--- src/rtl/core/lca_pkg.sv ---
// Shared constants, types and address helpers of the lowest-common-ancestor block.
package lca_pkg;

  localparam int NODE_W    = 10;
  localparam int DEPTH_W   = 10;
  localparam int NODES     = 1024;
  localparam int LEVELS    = 10;
  localparam int SLOT_W    = (NODES > 1) ? $clog2(NODES) : 1;
  localparam int LVL_W     = (LEVELS > 1) ? $clog2(LEVELS) : 1;
  localparam int TBL_DEPTH = NODES * LEVELS;
  localparam int TBL_AW    = $clog2(TBL_DEPTH);

  localparam logic [LVL_W-1:0]   LAST_LVL  = LVL_W'(LEVELS - 1);
  localparam logic [DEPTH_W-1:0] DEPTH_MAX = {DEPTH_W{1'b1}};

  localparam logic KIND_ADD   = 1'b0;
  localparam logic KIND_QUERY = 1'b1;

  typedef struct packed {
    logic              kind;
    logic [NODE_W-1:0] node_a;
    logic [NODE_W-1:0] node_b;
  } req_t;

  typedef struct packed {
    logic              valid;
    logic [NODE_W-1:0] node;
  } res_t;

  typedef struct packed {
    logic              we;
    logic [TBL_AW-1:0] waddr;
    logic [NODE_W-1:0] wdata;
    logic [TBL_AW-1:0] raddr_a;
    logic [TBL_AW-1:0] raddr_b;
  } tbl_port_t;

  typedef struct packed {
    logic               we;
    logic [SLOT_W-1:0]  waddr;
    logic [DEPTH_W-1:0] wdata;
    logic [SLOT_W-1:0]  raddr_a;
    logic [SLOT_W-1:0]  raddr_b;
  } dep_port_t;

  // Reduces a node number to its table row by restoring subtraction.
  function automatic logic [SLOT_W-1:0] slot_of(input logic [NODE_W-1:0] node);
    logic [31:0] r;
    r = 32'(node);
    for (int k = NODE_W - 1; k >= 0; k--) begin
      if (r >= (32'(NODES) << k)) begin
        r = r - (32'(NODES) << k);
      end
    end
    return r[SLOT_W-1:0];
  endfunction

  function automatic logic [TBL_AW-1:0] tbl_addr(input logic [NODE_W-1:0] node,
                                                 input logic [LVL_W-1:0]  level);
    return TBL_AW'(slot_of(node)) * TBL_AW'(LEVELS) + TBL_AW'(level);
  endfunction

endpackage

--- src/rtl/core/lca_seq.sv ---
// Sequencer that fills the ancestor table and walks it to answer queries.
module lca_seq (
  input  logic                        clk_i,
  input  logic                        rst_ni,
  input  logic                        req_valid_i,
  output logic                        req_ready_o,
  input  lca_pkg::req_t               req_i,
  output lca_pkg::res_t               res_o,
  input  logic                        res_ready_i,
  output lca_pkg::tbl_port_t          tbl_o,
  input  logic [lca_pkg::NODE_W-1:0]  tbl_rdata_a_i,
  input  logic [lca_pkg::NODE_W-1:0]  tbl_rdata_b_i,
  output lca_pkg::dep_port_t          dep_o,
  input  logic [lca_pkg::DEPTH_W-1:0] dep_rdata_a_i,
  input  logic [lca_pkg::DEPTH_W-1:0] dep_rdata_b_i
);
  import lca_pkg::*;

  typedef enum logic [3:0] {
    S_IDLE, S_ROOT, S_ADD_DEP, S_ADD_WD, S_FILL_RD, S_FILL_WR, S_Q_DEP, S_Q_DIFF,
    S_LIFT, S_LIFT_WR, S_CMP, S_DESC_RD, S_DESC_CMP, S_FIN_RD, S_FIN_WR, S_DONE
  } state_e;

  state_e             state_q;
  logic [NODE_W-1:0]  u_q;
  logic [NODE_W-1:0]  v_q;
  logic [LVL_W-1:0]   k_q;
  logic [LEVELS-1:0]  diff_q;
  logic [NODE_W-1:0]  res_q;
  logic [LVL_W-1:0]   k_prev;
  logic [DEPTH_W-1:0] dep_diff;

  assign k_prev   = k_q - LVL_W'(1);
  assign dep_diff = (dep_rdata_a_i < dep_rdata_b_i) ? (dep_rdata_b_i - dep_rdata_a_i)
                                                    : (dep_rdata_a_i - dep_rdata_b_i);

  assign req_ready_o = (state_q == S_IDLE);
  assign res_o.valid = (state_q == S_DONE);
  assign res_o.node  = res_q;

  always_comb begin
    tbl_o.we      = 1'b0;
    tbl_o.waddr   = tbl_addr(u_q, k_q);
    tbl_o.wdata   = u_q;
    tbl_o.raddr_a = tbl_addr(u_q, k_q);
    tbl_o.raddr_b = tbl_addr(v_q, k_q);
    dep_o.we      = 1'b0;
    dep_o.waddr   = slot_of(u_q);
    dep_o.wdata   = '0;
    dep_o.raddr_a = slot_of(u_q);
    dep_o.raddr_b = slot_of(v_q);
    case (state_q)
      S_ROOT: begin
        tbl_o.we = 1'b1;
        dep_o.we = 1'b1;
      end
      S_ADD_DEP: begin
        tbl_o.we      = 1'b1;
        tbl_o.waddr   = tbl_addr(u_q, '0);
        tbl_o.wdata   = v_q;
        dep_o.raddr_a = slot_of(v_q);
      end
      S_ADD_WD: begin
        dep_o.we    = 1'b1;
        dep_o.wdata = (dep_rdata_a_i == DEPTH_MAX) ? DEPTH_MAX
                                                   : dep_rdata_a_i + DEPTH_W'(1);
      end
      S_FILL_RD: begin
        tbl_o.raddr_a = tbl_addr(v_q, k_prev);
      end
      S_FILL_WR: begin
        tbl_o.we    = 1'b1;
        tbl_o.wdata = tbl_rdata_a_i;
      end
      S_FIN_RD: begin
        tbl_o.raddr_a = tbl_addr(u_q, '0);
      end
      default: begin
        tbl_o.we = 1'b0;
      end
    endcase
  end

  always_ff @(posedge clk_i or negedge rst_ni) begin
    if (!rst_ni) begin
      state_q <= S_IDLE;
      u_q     <= '0;
      v_q     <= '0;
      k_q     <= '0;
      diff_q  <= '0;
      res_q   <= '0;
    end else begin
      case (state_q)
        S_IDLE: begin
          if (req_valid_i) begin
            u_q <= req_i.node_a;
            v_q <= req_i.node_b;
            k_q <= '0;
            if (req_i.kind == KIND_QUERY) begin
              state_q <= S_Q_DEP;
            end else if (req_i.node_a == req_i.node_b) begin
              state_q <= S_ROOT;
            end else begin
              state_q <= S_ADD_DEP;
            end
          end
        end
        S_ROOT: begin
          if (k_q == LAST_LVL) begin
            state_q <= S_IDLE;
          end else begin
            k_q <= k_q + LVL_W'(1);
          end
        end
        S_ADD_DEP: begin
          state_q <= S_ADD_WD;
        end
        S_ADD_WD: begin
          if (LEVELS == 1) begin
            state_q <= S_IDLE;
          end else begin
            k_q     <= LVL_W'(1);
            state_q <= S_FILL_RD;
          end
        end
        S_FILL_RD: begin
          state_q <= S_FILL_WR;
        end
        S_FILL_WR: begin
          v_q <= tbl_rdata_a_i;
          if (k_q == LAST_LVL) begin
            state_q <= S_IDLE;
          end else begin
            k_q     <= k_q + LVL_W'(1);
            state_q <= S_FILL_RD;
          end
        end
        S_Q_DEP: begin
          state_q <= S_Q_DIFF;
        end
        S_Q_DIFF: begin
          if (dep_rdata_a_i < dep_rdata_b_i) begin
            u_q <= v_q;
            v_q <= u_q;
          end
          diff_q  <= LEVELS'(dep_diff);
          k_q     <= '0;
          state_q <= S_LIFT;
        end
        S_LIFT: begin
          if (diff_q[k_q]) begin
            state_q <= S_LIFT_WR;
          end else if (k_q == LAST_LVL) begin
            state_q <= S_CMP;
          end else begin
            k_q <= k_q + LVL_W'(1);
          end
        end
        S_LIFT_WR: begin
          u_q <= tbl_rdata_a_i;
          if (k_q == LAST_LVL) begin
            state_q <= S_CMP;
          end else begin
            k_q     <= k_q + LVL_W'(1);
            state_q <= S_LIFT;
          end
        end
        S_CMP: begin
          if (u_q == v_q) begin
            res_q   <= u_q;
            state_q <= S_DONE;
          end else begin
            k_q     <= LAST_LVL;
            state_q <= S_DESC_RD;
          end
        end
        S_DESC_RD: begin
          state_q <= S_DESC_CMP;
        end
        S_DESC_CMP: begin
          if (tbl_rdata_a_i != tbl_rdata_b_i) begin
            u_q <= tbl_rdata_a_i;
            v_q <= tbl_rdata_b_i;
          end
          if (k_q == '0) begin
            state_q <= S_FIN_RD;
          end else begin
            k_q     <= k_prev;
            state_q <= S_DESC_RD;
          end
        end
        S_FIN_RD: begin
          state_q <= S_FIN_WR;
        end
        S_FIN_WR: begin
          res_q   <= tbl_rdata_a_i;
          state_q <= S_DONE;
        end
        S_DONE: begin
          if (res_ready_i) begin
            state_q <= S_IDLE;
          end
        end
        default: begin
          state_q <= S_IDLE;
        end
      endcase
    end
  end

endmodule

--- config.mk ---
export PLATFORM = sky130hd
export DESIGN_NAME = lca_seq
export DESIGN_NICKNAME = d
export VERILOG_FILES = /design/src/rtl/core/lca_pkg.sv /design/src/rtl/core/lca_seq.sv
export SDC_FILE = /design/constraint.sdc
export NUM_CORES = 1
export LEC_CHECK = 0
export BUFFER_PORTS_ARGS = -buffer_cell sky130_fd_sc_hd__buf_2
export CAP_MARGIN = 20
export CORE_ASPECT_RATIO = 1.75
export CORE_MARGIN = 1.5
export CORE_UTILIZATION = 50
export DETAILED_ROUTE_END_ITERATION = 6
export MAX_ROUTING_LAYER = met4
export PLACE_DENSITY = 0.76
export REMOVE_ABC_BUFFERS = 1
export SYNTH_ARGS = -nofsm -noshare
export SYNTH_HDL_FRONTEND = slang
export SYNTH_SLANG_ARGS = --single-unit
--- constraint.sdc ---
create_clock -name clk_i -period 7.9 [get_ports clk_i]
set_input_delay 0.395 -clock clk_i [delete_from_list [all_inputs] [get_ports clk_i]]
set_output_delay 0.395 -clock clk_i [all_outputs]
set_load 0.02 [all_outputs]
# After elaboration in Yosys (flattened, before gate mapping)
# Cells that the tools add are included.
# totals
ff_bits	48
in_bits	65
output_inout_bits	106
word_cells	101
# classes
addsub	8
n_mul	2
magnitude_cmp	2
n_eq_ne	30
mux	39
n_reduce_logical	14
# ops
cell	n
10-bit two-way mux	11
10-bit one-hot mux with 4 select lines	2
4-bit one-hot mux with 16 select lines	1
14-bit by 4-bit adder with 14-bit output	3
4-bit two-way mux	10
10-bit one-hot mux with 2 select lines	2
4-bit == test (second input constant)	9
14-bit one-hot mux with 2 select lines	1
4-bit one-hot mux with 7 select lines	1
10-bit by 3-bit multiplier with 13-bit output (second input constant)	2
10-bit == test	2
10-bit subtractor	2
4-bit by 3-bit == test with 1-bit output (second input constant)	4
2-bit != test (second input constant)	8
14-bit two-way mux	1
3-bit two-way mux	4
4-bit AND reduction	3
10-bit by 1-bit adder with 10-bit output (second input constant)	1
10-bit == test (second input constant)	1
10-bit less-than comparator	1
10-bit != test	1
4-bit by 2-bit == test with 1-bit output (second input constant)	2
4-bit zero test	2
4-bit nonzero test	2
other kinds (15)	19

# Depth between registers and ports, before layout
# logic_depth
depth_word	5
mapped_depth	13
depth_no_buf	12

# Least setup slack after synthesis
# Ideal clock, no wire load.
# synth_timing
kind	register to output
start	reg u_q[3]
end	out tbl_o[25] (netlist name)
arrival_time_ps	3209
required_time_ps	7505
slack_ps	4296
stages_incl_launch_ff	12
path_buffers	0
cell_sequence	dfrtp_1 ha_1 ha_1 fa_1 a21o_1 a21oi_1 xnor2_1 nand3b_1 nor3_1 mux2_2 a22oi_1 o21ai_0
# synth_lines
item	line	rtl
start, declared	lca_seq.sv:25	logic [NODE_W-1:0] u_q;
start signal, assigned	lca_seq.sv:96	u_q <= req_i.node_a;
start signal, assigned	lca_seq.sv:143	u_q <= v_q;
start signal, assigned	lca_seq.sv:160	u_q <= tbl_rdata_a_i;
end, declared	lca_seq.sv:10	output lca_pkg::tbl_port_t tbl_o,

==> summary by stage <==
Detailed routing
The post-detailed-route wirelength per cell is ~19 µm. Dividing the detail-routed via count by the number of cells gives about 6.1. For this run, design rule violations remaining after detail routing come to 2. The post-route antenna net violation count is 0. The detailed router placed about 7100 vias in this run. The length of the first detailed-routing pass in iterations is 7.

The first routing iteration left a little under 500 violations. Wires add up to 22.2 mm.

Status
The checks that failed: design-rule violations. The run finished, with violations left.

Die
The row count is between 50 and 60. From left edge to right edge, the die measures around 89 µm. The y dimension of the die is approximately 150 µm. The starting utilization of the core area is between 50% and 60%. The full die area is ~14000 µm². During I/O placement, the number of pins put on the boundary was ~170.

The total core area is approximately 13000 µm².

Clock tree
The clock tree root driver cell is sky130_fd_sc_hd__clkbuf_16. After clock tree synthesis, the clock-pin slew on the worst setup and hold paths is ~70 ps. The clock sink total is between 40 and 50. The number of buffers between clock root and the deepest sink is 2.

The clock tree from TritonCTS is yes. The number of resized instances in the post-cts repair step is 0. The deepest level of the CTS H-tree is 2. In this run the post-CTS setup repair buffer count came out at 0. In this run, post-CTS hold repair placed 0 buffers. The source-to-sink clock delay at the later pin of the worst-skew pair is 300 ps. The TritonCTS buffer count is 5.

Synthesis
Among all flip-flop cells after synthesis, the most frequent one is sky130_fd_sc_hd__dfrtp_1. After synthesis, the mean cell area works out to between 7 and 8 µm². In this run, synthesis inferred 0 flip-flops with an integrated enable. The count of yosys warnings during synthesis is 0. The largest area contributor in the synthesized netlist is sky130_fd_sc_hd__dfrtp_1. In the synthesized netlist the async set-or-reset flop fraction comes to 100%. sky130_fd_sc_hd__nand2_1 is the most common cell in the netlist. The cell area after technology mapping is about 6500 µm².

Summed over its instances, the top area cell type makes up 18.5% of the synthesized netlist area. Counting flops and latches in the post-synthesis netlist gives 48. The number of distinct library cells after synthesis is 65. The gate count after technology mapping is approximately 850. The sequential share of the synthesized area is ~19%. Ranked by instance count, the synthesized netlist is headed by sky130_fd_sc_hd__nand2_1 (124), sky130_fd_sc_hd__nor2_1 (73), sky130_fd_sc_hd__ha_1 (65). By area the synthesized netlist is led by sky130_fd_sc_hd__dfrtp_1 (19%), sky130_fd_sc_hd__ha_1 (13%), sky130_fd_sc_hd__nand2_1 (7.2%).

Flow run
The number of max-cap violations is 0.

Setup path
The number of buffers and inverters on the critical path is 1. STA puts the critical path data arrival time at approximately 3800 ps. The kind of end point of the critical path is a primary output. Traced cell by cell, the critical path runs through ha_1, ha_1, fa_1, xor2_1, nand3_1, nand3b_1, nor3_1, mux2_2, a22oi_1, o21ai_0, buf_2. The longest individual stage delay on the worst path is 580 ps. The critical path is of the reg -> out type.

The element type at the critical path start is a flop. The slowest stage of the critical path belongs to the cell sky130_fd_sc_hd__dfrtp_1. Broken down by cell family, the worst path's largest delay share belongs to adder cells. Among the stages of the critical path, the cell type that occurs most often is sky130_fd_sc_hd__ha_1.

The maximum fanout count along the critical path is 9. For the worst setup path, the data required time is roughly 7500 ps.

Global route
The global-route wire length before repair is 34.1 mm. Entering global routing, the biggest net connects about 50 pins. The initial antenna violation count is 1. Global routing finished with a remaining overflow of 0. Across every metal layer, demand over resource in global routing totals between 30% and 40%. The number of global-route vias before repair is around 6900.

STA
After layout, the worst path uses a little over half of the clock period. The number of hold-slack violations in the final timing report is 0. The final-report max-slew violation count came to 0.

The worst clock skew on the final layout is 9.79 ps. The final setup TNS is 0 ps. Setup violations remaining at the end of the flow were counted as 0. Setup repair after global routing left no endpoint under its margin.

At the pin with the least slew margin, the transition time is around 1100 ps. In this run the tightest slew margin relative to its limit is a little over a quarter. The maximum frequency from static timing analysis is 236 MHz.

Counting I/O delays and the setup requirement, the final critical path takes roughly 4200 ps.

Final layout
The net count of the finished layout is 1130. Compared with the post-synthesis result, the final layout area differs by 17.8%. The total of fill cells in the finished design is around 1200. The finished cells cover ~7600 µm².

The area used by multi-input combinational logic is slightly below 5000 µm². The fraction of layout cells with a size suffix above 1 is 21.0%. The area taken by flip-flops and latches is between 1000 and 1500 µm².

Placement
In this run the cell area measured after placement is about 7400 µm². The number of buffer cells added on primary ports is 170. Detailed placement finished with a half-perimeter wire length of 17.4 mm.

At the end of routability-driven placement, the weighted congestion stood at between 0.9 and 1.

Worst hold path
The path class of the tightest hold or removal check is in -> reg.
==> layer usage <==
layer  vias up  track usage [%]  share of wire, %
met5         -                -                 0
met4         0             18.9               5.8
met3       102             4.83               6.4
met2       361             60.8                54
met1      3329             32.0                34
li1       3317                -                 -
==> state kept, by name, indices dropped and copies added (netlist names) <==
register and count:
state_q 4, diff_q 10, v_q 10, res_q 10
u_q 10, k_q 4
==> cell type report <==
class / count / share of cell area [%]
multi-input combinational: 721 / 65.1
sequential: 48 / 15.7
timing repair buffer: 180 / 12.3
tap: 168 / 2.75
inverter: 37 / 1.82
clock buffer: 5 / 1.64
clock inverter: 3 / 0.606
antenna: 2 / 0.0656
==> cells in the final DEF, fill, tap and decap left out, types with 20 or more instances in the layout <==
cell                      count
sky130_fd_sc_hd__dfrtp_1     48
sky130_fd_sc_hd__xnor2_1     43
sky130_fd_sc_hd__mux2i_1     20
sky130_fd_sc_hd__nand2_1    124
sky130_fd_sc_hd__a21oi_1     58
sky130_fd_sc_hd__inv_1       37
sky130_fd_sc_hd__o21ai_0     54
sky130_fd_sc_hd__xor2_1      44
sky130_fd_sc_hd__buf_2      170
sky130_fd_sc_hd__ha_1        65
sky130_fd_sc_hd__nor2_1      73
sky130_fd_sc_hd__nand3_1     30
==> worst min-delay path, stage by stage <==
cell and delay, ps:
sky130_fd_sc_hd__buf_2 100, sky130_fd_sc_hd__a21oi_1 60, sky130_fd_sc_hd__mux2i_1 110
==> kinds of logic after synthesis <==
| group | synth area share [%] |
|---|---|
| AO/OA/AOI/OAI | 22.0 |
| XOR/XNOR | 11.8 |
| AND/OR/NAND/NOR | 21.8 |
| buffers and inverters | 4.98 |
| adder cells (fa/ha/maj) | 14.7 |
| multiplexers | 6.22 |
| flip-flops | 18.5 |
==> worst paths after layout <==
path                                         from                    end  slack [ps]  depth (start not counted)
max                            u_q[3]$_DFFE_PN0P_              tbl_o[25]        3670                         11
min                                     req_i[11]     u_q[1]$_DFFE_PN0P_         420                          3
max reg2reg                state_q[3]$_DFFE_PN0P_     k_q[3]$_DFFE_PN0P_        4940                          9
min reg2reg                 diff_q[5]$_DFFE_PN0P_  diff_q[5]$_DFFE_PN0P_         480                          2
max in group asynchronous                  rst_ni     u_q[3]$_DFFE_PN0P_        6930                          3
min in group asynchronous                  rst_ni     k_q[0]$_DFFE_PN0P_         490                          2
==> through the flow <==
step	setup WS [ps]	hold WS (ps)	cells	utilization (%)
floorplan	4280	99.4	806	-
global placement	4120	459	1152	59.1
detailed placement	4090	469	1152	59.1
CTS	3760	347	1160	60.5
global route	3490	415	1163	60.7
finish	3670	416	1164	60.8
Power is left out: the tool's default activity adds up to more than one toggle a clock period on the data nets, which glitch-free logic cannot reach.
